**src/rtl/sprb_pkg.sv**
```systemverilog
// Shared types and codes for the shifted sprite row blitter.
// No dependencies; imported by sprb_align and shifted_sprite_row_blit.
package sprb_pkg;

    typedef enum logic [1:0] {
        MODE_OR      = 2'd0,
        MODE_XOR     = 2'd1,
        MODE_REPLACE = 2'd2,
        MODE_READ    = 2'd3
    } mode_t;

    typedef enum logic [2:0] {
        ST_CLEAR,
        ST_IDLE,
        ST_READ,
        ST_WRITE,
        ST_FIN
    } state_t;

    // Row pixels shifted onto three adjacent frame words, leftmost word at index 0
    typedef logic [2:0][31:0] parts_t;

endpackage

```
**src/rtl/sprb_align.sv**
```systemverilog
// Sprite row alignment: masks the row to its width, left-aligns it and shifts it
// across three frame words. Depends on sprb_pkg.
module sprb_align
    import sprb_pkg::*;
(
    input  logic [63:0] row_data,
    input  logic [1:0]  width_code,
    input  logic [4:0]  shift,
    output parts_t      parts,
    output logic [1:0]  last_word
);

    logic [63:0] left;
    logic [95:0] spread;
    logic [6:0]  wbits;
    logic [6:0]  end_col;

    always_comb begin
        unique case (width_code)
            2'd0:    left = {row_data[7:0], 56'd0};
            2'd1:    left = {row_data[15:0], 48'd0};
            2'd2:    left = {row_data[31:0], 32'd0};
            default: left = row_data;
        endcase
    end

    // Shift by zero leaves the third word empty
    assign spread = {left, 32'd0} >> shift;
    assign parts[0] = spread[95:64];
    assign parts[1] = spread[63:32];
    assign parts[2] = spread[31:0];

    assign wbits     = 7'd8 << width_code;
    assign end_col   = 7'(shift) + wbits - 7'd1;
    assign last_word = end_col[6:5];

endmodule

```
**config.mk**
```make
export PLATFORM = sky130hd
export DESIGN_NAME = sprb_align
export DESIGN_NICKNAME = d
export VERILOG_FILES = /design/src/rtl/sprb_pkg.sv /design/src/rtl/sprb_align.sv
export SDC_FILE = /design/constraint.sdc
export NUM_CORES = 1
export LEC_CHECK = 0
export ABC_AREA = 1
export BUFFER_PORTS_ARGS = -buffer_cell sky130_fd_sc_hd__buf_2
export CORE_MARGIN = 8
export CORE_UTILIZATION = 59
export DETAILED_ROUTE_END_ITERATION = 10
export GPL_TIMING_DRIVEN = 0
export PLACE_DENSITY = 0.95
export SYNTH_ARGS = -nofsm -noshare
export SYNTH_HDL_FRONTEND = slang
export SYNTH_SLANG_ARGS = --single-unit
```
**constraint.sdc**
```tcl
create_clock -name vclk -period 7.6
set_input_delay 1.52 -clock vclk [all_inputs]
set_output_delay 1.52 -clock vclk [all_outputs]
set_load 0.02 [all_outputs]
```
==> flow_results.org, run 1 <==
** Drt
- Detailed-route wire length :: 27,800 um
- The first TritonRoute pass finished after 9 iterations.
- Antenna viol nets, final :: 0
- The first routing iteration left 1,721 violations.
- Routed length per placed instance :: 20.4 um
- Final routed DRC violation total :: 0
- After detailed routing, the number of vias per cell comes to 6.63.
- The final route contains 9,052 vias.

** Global routing
- The first global-routing pass estimated 42,000 um of wire.
- The number of antenna violations at the first check in global routing is 0.
- The number of global-route vias before repair is 8,193.
- Global Route Usage Sum :: 45.1%
- For this run the aggregate overflow at the end of global routing stands at 0.
- Largest net degree at the start of global routing :: 11

** STA
- Achievable Freq :: 0.176 GHz
- Final critical delay including setup and external delays :: 5.70 ns
- Final Hold Viols :: 0
- Final period utilization :: 74.9%
- Total setup violations reported at the end of the flow :: 0
- Final slew viol count :: 0
- Accumulated negative setup slack :: 0 ns
- In this run the tightest slew margin relative to its limit is 47.9%.
- Final worst slack :: 1.90 ns
- Setup repair after global routing missed its margin :: false
- Measured slew at the worst slew-check pin :: 0.782 ns
- On the final layout, the worst hold slack is 3.67 ns.

** Power and ir drop
- In this run the static leakage power is 3.38 nW.
- Power spread over the standard cell area amounts to 90.9 mW/mm^2.
- The worst-case IR drop observed on VDD is 0.0583 mV.
- Overall power consumption after layout is estimated at 553 uW.

** Floorplanning
- In this run the core area contains 34 standard-cell rows.
- The initial utilization of the core area, before any placement, comes to 59.8%.
- In this run the horizontal extent of the chip is 109 um.
- The floorplan step set the die height to 109 um.
- The die covers 0.0119 sq mm.
- Number of primary I/O pins :: 169
- After floorplanning, the core was sized to cover 0.00855 sq mm.

** Logic synthesis
- The number of nets handed over by synthesis was 1,168.
- Number of library cell types mapped by synthesis :: 30
- Post-synthesis area per instance :: 4.69 sq um
- Total number of yosys warnings :: 0
- Sequential elements use 0% of the synthesized area.
- Number of instances in the synthesized netlist :: 1,091
- Summing every instance area after synthesis gives 0.00512 sq mm.

** Placed design
- Routability cong. :: 1.22
- Dpl ws :: 2.03 ns
- Summing all placed instances gives a cell area of 0.00608 sq mm.
- Detailed placement ended at an HPWL of 22,200 um.
- Buffers placed on the I/O ports in this run total 166.
- Number of placed instances with taps included :: 1,365

** Finish
- The design has 0 sequential cells.
- From synthesis to final layout, the design area changed by 18.9%.
- Fraction of layout instances using a drive strength above 1 :: 19.4%
- Post-route cell area :: 0.00608 sq mm
- Area used by sequential logic in the layout :: 0 sq um
- After layout, the clock buffer instance count stands at 0.
- Final cell count without fillers :: 1,365
- The number of antenna diodes in the final layout is 0.
- Commonest non-fill, non-tap cells in the layout :: 377 x sky130_fd_sc_hd__nand3_1, 364 x sky130_fd_sc_hd__nand2_1, 203 x sky130_fd_sc_hd__buf_2
- Cells fill 71.1% of the core in the end.
- Leaving out fill and tap cells, the most frequent cell in the layout is sky130_fd_sc_hd__nand3_1.
- In the final design database the tool counted 1,336 nets.
- Filler Cells Inserted :: 920

** Worst setup path
- Of all nets on the critical path, the largest fanout is 10.
- STA classifies the critical path startpoint as a primary input.
- Critical Path Sink Type :: output port
- Worst Path Class, Setup :: in -> out
- Data arrival at the endpoint of the critical path :: 4.18 ns
- Critical path required time :: 6.08 ns

** Run
- Max-cap violations in this run came to 0.

** Clocking
- Post-CTS setup buffer count :: 0
- Hold Buf Count CTS :: 0
- Number of gates given a new drive strength after cts :: 0

** Worst hold path
- The worst hold path terminates at last_word[0].
- In this run the most critical hold path is launched from shift[2].
- Class of the tightest hold or removal check :: in -> out
- Number of stages on the worst hold path :: 6

** Status
- Result of the run :: finished clean
## synthesized netlist by cell type (4+ instances only)
cell	count	area share [%]
sky130_fd_sc_hd__inv_1	49	3.6
sky130_fd_sc_hd__o21ai_0	56	5.5
sky130_fd_sc_hd__nor2_1	47	3.4
sky130_fd_sc_hd__buf_1	23	1.7
sky130_fd_sc_hd__nor3_1	6	0.59
sky130_fd_sc_hd__o211ai_1	40	5.9
sky130_fd_sc_hd__buf_2	37	3.6
sky130_fd_sc_hd__nand3_1	377	37
sky130_fd_sc_hd__ha_1	6	1.5
sky130_fd_sc_hd__inv_2	5	0.37
sky130_fd_sc_hd__or2_2	15	1.8
sky130_fd_sc_hd__clkbuf_1	20	1.5
sky130_fd_sc_hd__buf_4	4	0.59
sky130_fd_sc_hd__nand2_1	364	27
sky130_fd_sc_hd__buf_6	9	2.0
sky130_fd_sc_hd__o21ai_1	10	0.98
sky130_fd_sc_hd__nand4_1	6	0.73
## worst max-delay path: stages
cell                       delay, ns
sky130_fd_sc_hd__buf_2          0.11
sky130_fd_sc_hd__clkbuf_1       0.23
sky130_fd_sc_hd__inv_1          0.14
sky130_fd_sc_hd__buf_2          0.24
sky130_fd_sc_hd__buf_1          0.63
sky130_fd_sc_hd__ha_1           0.37
sky130_fd_sc_hd__a31o_2         0.24
sky130_fd_sc_hd__nand3_1        0.07
sky130_fd_sc_hd__nand2_1        0.08
sky130_fd_sc_hd__a21oi_1        0.22
sky130_fd_sc_hd__xor2_1         0.15
sky130_fd_sc_hd__buf_2          0.18
## worst max path at each step
stage	startpoint	endpoint	slack [ns]	cells past startpoint
CTS	shift[2]	last_word[1]	2.03	12
global placement	shift[2]	last_word[1]	2.06	12
global route	shift[2]	last_word[1]	1.81	12
finish	shift[2]	last_word[1]	1.90	12
floorplan	shift[2]	last_word[1]	2.72	10
detailed placement	shift[2]	last_word[1]	2.03	12
## final cells by class
type	count	area, sq um	area share (%)
multi-input combinational	944	4440	72.9
inverter	54	203	3.33
tap	108	135	2.22
buffer	93	478	7.86
timing repair buffer	166	831	13.7
## power breakdown
group	internal, mW	total [mW]	switching [mW]
sequential	0	0	0
combinational	0.164	0.553	0.389
clock	0	0	0
## logic make-up after synthesis
logic type | Yosys count | share of synthesized area (%)
AOI/OAI and AO/OA | 112 | 13.2
xor gates and xnor gates | 2 | 0.342
adders and majority gates | 6 | 1.47
buffers and inverters | 147 | 13.3
muxes | 1 | 0.196
other | 1 | 0.0733
and+or+nand+nor | 822 | 71.4
## layer usage
metal	GRT usage [%]	part of all wire (%)	wire, um	vias up
met5	0	0	0	-
met4	30.0	8.6	2390	0
met3	13.3	17	4650	280
met2	67.4	41	11400	919
met1	54.9	34	9330	3815
li1	-	-	-	4038
No activity file was read; power rests on OpenSTA's default activity.
==> run 2, diff against run 1 <==
ABC_AREA = 0   (was 1)
CORE_UTILIZATION = 55   (was 59)
clock period = 5.9 ns   (was 7.6 ns; I/O delays follow)
==> run 2 against run 1 <==
Net effect: critical path depth increased by 1; largest power group unchanged; combinational power increased by 35%; die area increased by 9.9%; worst setup slack got worse by 1.5 ns; highest routed layer unchanged; via count decreased by 22%.
==> flow_results.org, run 2 <==
** Status
- Result of the run :: finished clean (unchanged)

** STA
- Setup repair after global routing missed its margin: false (unchanged).
- Achievable Freq :: 0.181 GHz
- Counting I/O delays and the setup requirement, the final critical path takes 5.52 ns.
- Worst slew margin relative to its limit :: 44.3% (was 47.9%)
- Final period utilization :: 93.5%
- Total setup violations reported at the end of the flow :: 0 (unchanged)
- The actual transition at the worst max-transition pin came to 0.835 ns (was 0.782 ns).
- The final number of hold-violating endpoints is 0 (unchanged).
- The final total negative setup slack came to 0 ns (unchanged).
- Final worst slack :: 0.381 ns (was 1.90 ns)
- Final slew viol count :: 0 (unchanged)

** Finish
- The most common library cell in the layout ignoring fill and taps is sky130_fd_sc_hd__buf_2 (was sky130_fd_sc_hd__nand3_1).
- The sequential cell area in the final layout was 0 sq um (unchanged).
- The number of sequential cells was 0 (unchanged).
- Commonest non-fill, non-tap cells in the layout: 175 x sky130_fd_sc_hd__buf_2, 106 x sky130_fd_sc_hd__mux2i_1, 82 x sky130_fd_sc_hd__nor2_1 (was 377 x sky130_fd_sc_hd__nand3_1, 364 x sky130_fd_sc_hd__nand2_1, 203 x sky130_fd_sc_hd__buf_2).
- Total of clock buffers placed in the layout :: 0 (unchanged)
- The ratio of cells with drive above 1 in the final layout came to 34.1% (was 19.4%).
- The number of nets in the finished design is 935 (was 1,336).
- The area growth from synthesis to final layout is 18.8% (was 18.9%).
- The number of antenna repair diodes came to 0 (unchanged).

** Floorplanning
- The number of top-level design ports was 169 (unchanged).
- Horizontal die dimension :: 114 um (was 109 um)
- The effective utilization at floorplan was 55.5% (was 59.8%).
- Total Die Area :: 0.0131 sq mm (was 0.0119 sq mm)
- Floorplan core area :: 0.00959 sq mm (was 0.00855 sq mm)
- The number of rows in the core area is 36 (was 34).
- Die boundary height :: 114 um (was 109 um)

** Drt
- Routed vias :: 7,104 (was 9,052)
- Number of DRC violations after detailed-routing iteration 0 :: 1,106 (was 1,721)
- Antenna viol nets, final :: 0 (unchanged)
- The post-route DRC violation count came to 0 (unchanged).
- The average routed wire per standard cell was 27.5 um (was 20.4 um).
- The vias per cell is 7.18 (was 6.63).
- Detailed-route wire length :: 27,200 um (was 27,800 um)
- Detailed Routing Iterations Pass 1 :: 7 (was 9)

** Placed design
- Count of buffers from port buffering :: 167 (was 166)
- The final HPWL from detailed placement is 22,600 um (was 22,200 um).
- The minimum setup slack after placement is 0.453 ns (was 2.03 ns).
- The last weighted congestion value of the routability-driven placer was 1.16 (was 1.22).

** Logic synthesis
- The area share of the largest cell type after synthesis came to 19.9% (was 36.9%).
- Total number of yosys warnings :: 0 (unchanged)
- Number of library cell types mapped by synthesis :: 66 (was 30)
- Net count after synthesis :: 766 (was 1,168)
- The per-instance average area after synthesis came to 7.73 sq um (was 4.69 sq um).
- The most instantiated library cell after synthesis is sky130_fd_sc_hd__mux2i_1 (was sky130_fd_sc_hd__nand3_1).
- The cell accounting for the most synthesized area is sky130_fd_sc_hd__mux2i_1 (was sky130_fd_sc_hd__nand3_1).
- The total standard cell area after synthesis came to 0.00532 sq mm (was 0.00512 sq mm).
- Number of instances in the synthesized netlist :: 689 (was 1,091)
- Commonest cells in the netlist :: 106 x sky130_fd_sc_hd__mux2i_1, 82 x sky130_fd_sc_hd__nor2_1, 70 x sky130_fd_sc_hd__nand2_1 (was 377 x sky130_fd_sc_hd__nand3_1, 364 x sky130_fd_sc_hd__nand2_1, 56 x sky130_fd_sc_hd__o21ai_0)
- The sequential cell area fraction in the yosys report is 0% (unchanged).
- Cell types occupying the most area after synthesis: sky130_fd_sc_hd__mux2i_1 20%, sky130_fd_sc_hd__mux4_2 17%, sky130_fd_sc_hd__mux2_2 8.0% (was sky130_fd_sc_hd__nand3_1 37%, sky130_fd_sc_hd__nand2_1 27%, sky130_fd_sc_hd__o211ai_1 5.9%).

** Power and ir drop
- The worst IR drop on VDD is 0.0803 mV (was 0.0583 mV).
- Power density over the cells :: 118 mW/mm^2 (was 90.9 mW/mm^2)
- Leakage dissipation :: 2.87 nW (was 3.38 nW)
- Power consumption :: 749 uW (was 553 uW)

** Worst hold path
- The depth of the worst hold-timing path was 4 (was 6).
- The destination of the worst hold path was parts[9] (was last_word[0]).
- The worst hold-check path type is in -> out (unchanged).
- The hold path startpoint was shift[4] (was shift[2]).

** Global routing
- The sum of overflow across all layers after global routing came to 0 (unchanged).
- The wire length of the first global-routing pass is 40,100 um (was 42,000 um).
- The global-route usage over all layers is 40.0% (was 45.1%).
- Initial antenna violation count :: 0 (unchanged)
- The number of global-route vias before repair was 6,839 (was 8,193).
- The maximum number of pins on one net before global-route repair came to 11 (unchanged).

** Worst setup path
- The largest driver fanout on the critical path was 10 (unchanged).
- Critical path required time :: 4.72 ns (was 6.08 ns)
- Critical Path Sink Type :: output port (unchanged)
- Startpoint class of the critical path :: primary input (unchanged)
- The critical path start-end classification is in -> out (unchanged).
- The signal arrival time at the worst endpoint is 4.34 ns (was 4.18 ns).

** Clocking
- The number of resized instances in the post-cts repair step came to 0 (unchanged).
- Hold Buf Count CTS :: 0 (unchanged)
- Post-CTS setup buffer count :: 0 (unchanged)

** Run
- Maximum capacitance violations :: 0 (unchanged)
## run 2: changes by cell type after synthesis, sizes merged, moves of 25 or more
cell | before | now
nand3 | 379 | 10
inv | 54 | 12
o211ai | 41 | 3
mux4 | 0 | 40
o21ai | 66 | 31
mux2i | 1 | 107
nand2 | 365 | 71
nor2 | 50 | 82
buf | 73 | 32
mux2 | 0 | 49
a21oi | 2 | 27
o22ai | 0 | 32
## run 2: report_power, final
group	internal [mW]	total, mW	switching (mW)
Sequential	0	0	0
Clock	0	0	0
Combinational	0.274	0.749	0.475
Total	0.274	0.749	0.475
## run 2: final cells by class
type	instances	area, sq um
plain buffers	67	349
well taps	133	166
inverters	13	48.8
multi-input cells	609	4920
repair buffers	167	836
fillers	903	3270
## run 2: worst max path at each step
stage                   from           end  slack, ns  cells past startpoint
finish              shift[3]  last_word[1]       0.38                     13
global route        shift[3]  last_word[1]       0.21                     13
CTS                 shift[3]  last_word[1]       0.44                     13
global placement    shift[3]  last_word[1]       0.48                     13
detailed placement  shift[3]  last_word[1]       0.45                     13
floorplan           shift[2]  last_word[1]       1.21                     10
## run 2: cell families (layout without fill, tap and decap cells)
family / Yosys count / in the layout / share of synthesized area (%)
buffers and inverters: 80 / 247 / 7.47
AO/OA/AOI/OAI: 186 / 186 / 24.9
AND/OR/NAND/NOR: 218 / 218 / 17.9
XOR/XNOR: 2 / 2 / 0.329
multiplexers: 196 / 196 / 48.0
other: 1 / 1 / 0.0705
adder cells (fa/ha/maj): 6 / 6 / 1.41
## run 2: worst max-delay path, stage by stage
cell and delay (ns):
sky130_fd_sc_hd__buf_2 0.12, sky130_fd_sc_hd__clkbuf_1 0.25, sky130_fd_sc_hd__inv_1 0.13, sky130_fd_sc_hd__clkbuf_1 0.52
sky130_fd_sc_hd__buf_1 0.70, sky130_fd_sc_hd__ha_1 0.35, sky130_fd_sc_hd__inv_1 0.06, sky130_fd_sc_hd__ha_1 0.22
sky130_fd_sc_hd__a21o_1 0.15, sky130_fd_sc_hd__a21oi_1 0.22, sky130_fd_sc_hd__o21bai_1 0.12, sky130_fd_sc_hd__xnor2_1 0.13
sky130_fd_sc_hd__buf_2 0.18
## run 2: metal layers
layer  GRT usage, %  wire length [um]  vias to the layer above
met5              0                 0                        -
met4           24.5              2020                        0
met3           8.60              3450                      156
met2           63.5             11600                      703
met1           48.4             10100                     3254
li1               -                 -                     2991
## run 2: metrics by stage
| step | area [sq um] | utilization (%) | hold WS (ns) | cells |
|---|---|---|---|---|
| finish | 6320 | 65.9 | 3.03 | 989 |
| global placement | 6320 | 65.9 | 3.00 | 989 |
| global route | 6320 | 65.9 | 3.07 | 989 |
| CTS | 6320 | 65.9 | 3.00 | 989 |
| detailed placement | 6320 | 65.9 | 3.00 | 989 |
| floorplan | 5320 | - | 2.67 | 689 |
==> run 3, diff against run 2 <==
ABC_AREA = 1   (was 0)
CORE_UTILIZATION = 54   (was 55)
==> run 3 against run 2 <==
Net effect: flip-flop and latch count unchanged; routed wire length increased by 5.4%; core utilization up 0.25 points; highest routed layer unchanged.
==> flow_results.org, run 3 (synthesis gave the netlist of run 1 again) <==
** Status
- Result of the run: finished clean (unchanged).

** Worst setup path
- Worst-path cell with the longest stage delay :: sky130_fd_sc_hd__buf_1 (unchanged)
- Critical path required time :: 4.72 ns (about the same)
- The largest driver fanout on the critical path is 10 (unchanged).
- The critical path start-end classification is in -> out (unchanged).
- The total stage count of the critical path was 12 (was 13).
- Crit-path cells: buf_2, clkbuf_1, inv_1, buf_2, buf_1, ha_1, a31o_2, nand3_1, nand2_1, a21oi_1, xor2_1, buf_2 (was buf_2, clkbuf_1, inv_1, clkbuf_1, buf_1, ha_1, inv_1, ha_1, a21o_1, a21oi_1, o21bai_1, xnor2_1, buf_2).
- Most repeated library cell on the critical path :: sky130_fd_sc_hd__buf_2
- The cell family contributing the most delay on the critical path is buffers and inverters (unchanged).
- The signal arrival time at the worst endpoint came to 3.81 ns (was 4.34 ns).
- Startpoint class of the critical path :: primary input (unchanged)
- Slowest Stage Delay on Critical Path :: 0.60 ns (was 0.70 ns)
- Critical Path Sink Type :: output port (unchanged)
- The count of buffering cells on the critical path with inverters included was 6 (was 7).

** Finish
- Total of clock buffers placed in the layout :: 0 (unchanged)
- The number of antenna repair diodes is 0 (unchanged).
- The most common library cell in the layout ignoring fill and taps is sky130_fd_sc_hd__nand3_1 (was sky130_fd_sc_hd__buf_2).
- Seq_cells :: 0 (unchanged)
- Commonest non-fill, non-tap cells in the layout: 377 x sky130_fd_sc_hd__nand3_1, 364 x sky130_fd_sc_hd__nand2_1, 203 x sky130_fd_sc_hd__buf_2 (was 175 x sky130_fd_sc_hd__buf_2, 106 x sky130_fd_sc_hd__mux2i_1, 82 x sky130_fd_sc_hd__nor2_1).
- The area growth from synthesis to final layout came to 19.0% (was 18.8%).
- Final layout net count :: 1,336 (was 935)
- The sequential cell area in the final layout was 0 sq um (unchanged).
- The ratio of cells with drive above 1 in the final layout was 19.4% (was 34.1%).
- The final instance area came to 0.00609 sq mm (was 0.00632 sq mm).

** Global routing
- The maximum number of pins on one net before global-route repair came to 11 (unchanged).
- The sum of overflow across all layers after global routing came to 0 (unchanged).
- The wire length of the first global-routing pass was 44,100 um (was 40,100 um).
- Global Route Usage Sum :: 43.6% (was 40.0%)
- Number of global-route vias before repair :: 8,344 (was 6,839)
- The number of antenna violations at the first check in global routing is 0 (unchanged).

** Drt
- The number of iterations in the first detailed-routing pass is 10 (was 7).
- The aggregate routed wire length came to 28,700 um (was 27,200 um).
- The first-iteration detailed-routing DRC count came to 1,612 (was 1,106).
- Routed vias :: 8,927 (was 7,104)
- Final routed DRC violation total :: 0 (unchanged)
- The remaining antenna violation count is 0 (unchanged).
- The vias per cell was 6.53 (was 7.18).
- The average routed wire per standard cell was 20.9 um (was 27.5 um).

** Floorplanning
- The core region area is 0.00920 sq mm (was 0.00959 sq mm).
- Initial core utilization :: 55.6% (was 55.5%)
- Total Die Area :: 0.0128 sq mm (was 0.0131 sq mm)
- The number of top-level design ports is 169 (unchanged).
- Die boundary height :: 113 um (was 114 um)
- The number of rows in the core area came to 35 (was 36).
- The die extent in x was 113 um (was 114 um).

** STA
- Final period utilization :: 84.5% (was 93.5%)
- The relative slew slack is 42.8% (was 44.3%).
- The highest clock frequency the design can meet was 0.201 GHz (was 0.181 GHz).
- Measured slew at the worst slew-check pin :: 0.858 ns (was 0.835 ns)
- Final slew viol count :: 0 (unchanged)
- Final Hold Viols :: 0 (unchanged)
- Setup repair after global routing missed its margin :: false (unchanged)
- The clock period minus final worst setup slack is 4.99 ns (was 5.52 ns).
- Total setup violations reported at the end of the flow :: 0 (unchanged)
- The final total negative setup slack was 0 ns (unchanged).
- Hold slack final :: 3.01 ns (was 3.03 ns)

** Worst hold path
- The hold path startpoint was shift[2] (was shift[4]).
- The worst hold-check path type was in -> out (unchanged).
- End point of the most critical hold path :: last_word[0] (was parts[9])
- Number of stages on the worst hold path :: 6 (was 4)

** Placed design
- HPWL reported at the end of detailed placement :: 23,000 um (was 22,600 um)
- Routability cong. :: 1.16 (about the same)
- The placed cell area came to 0.00609 sq mm (was 0.00632 sq mm).
- Count of buffers from port buffering :: 166 (was 167)

** Clocking
- The number of post-CTS setup repair buffers came to 0 (unchanged).
- The number of resized instances in the post-cts repair step came to 0 (unchanged).
- The number of hold buffers added after CTS was 0 (unchanged).

** Power and ir drop
- Worst IR drop on VDD :: 0.0757 mV (was 0.0803 mV)
- The total leakage power is 3.38 nW (was 2.87 nW).
- The power density of the placed cells was 117 mW/mm^2 (was 118 mW/mm^2).

** Run
- The total of max-cap violations was 0 (unchanged).
## run 3: cell count changes in the layout (fill, tap and decap cells not counted), sizes merged, moves of 42 or more
cell	delta
inv	+42
mux2	-49
mux2i	-106
nand2	+294
nand3	+369
## run 3: area by class of cell
type	instances	area [sq um]
plain buffers	93	478
fillers	1062	3110
inverters	54	203
multi-input cells	944	4440
well taps	111	139
repair buffers	166	831
## run 3: worst max-delay path by stage
stage,from,endpoint,slack (ns)
6_report,shift[2],last_word[1],0.91
5_1_grt,shift[2],last_word[1],0.80
4_1_cts,shift[2],last_word[1],0.99
3_5_place_dp,shift[2],last_word[1],1.0
3_3_place_gp,shift[2],last_word[1],1.02
2_1_floorplan,shift[2],last_word[1],1.70
## run 3: where the power goes
part / internal (mW) / leakage, nW / switching [mW] / total, mW
sequential: 0 / 0 / 0 / 0
clock: 0 / 0 / 0 / 0
combinational: 0.211 / 3.38 / 0.503 / 0.714
total: 0.211 / 3.38 / 0.503 / 0.714
## run 3: worst min-delay path, cell delays in order
cell	delay, ns
sky130_fd_sc_hd__buf_2	0.11
sky130_fd_sc_hd__ha_1	0.13
sky130_fd_sc_hd__nand3_1	0.08
sky130_fd_sc_hd__nand2_1	0.11
sky130_fd_sc_hd__xor2_1	0.07
sky130_fd_sc_hd__buf_2	0.16
## run 3: routing by layer
metal | global-route usage (%) | up-vias | routed length (um)
li1 | - | 4038 | -
met5 | 0 | - | 0
met4 | 26.6 | 0 | 1910
met2 | 66.3 | 805 | 12400
met3 | 13.5 | 191 | 4300
met1 | 52.7 | 3893 | 10000
## run 3: stage by stage
step | worst slack, ns | power [mW] | utilization (%) | instances
final | 0.913 | 0.714 | 66.2 | 1368
after CTS | 0.988 | 0.682 | 66.2 | 1368
after detailed placement | 0.999 | 0.680 | 66.2 | 1368
after global placement | 1.02 | 0.676 | 66.2 | 1368
after global routing | 0.805 | 0.767 | 66.2 | 1368
after floorplan | 1.70 | 0.452 | - | 1091
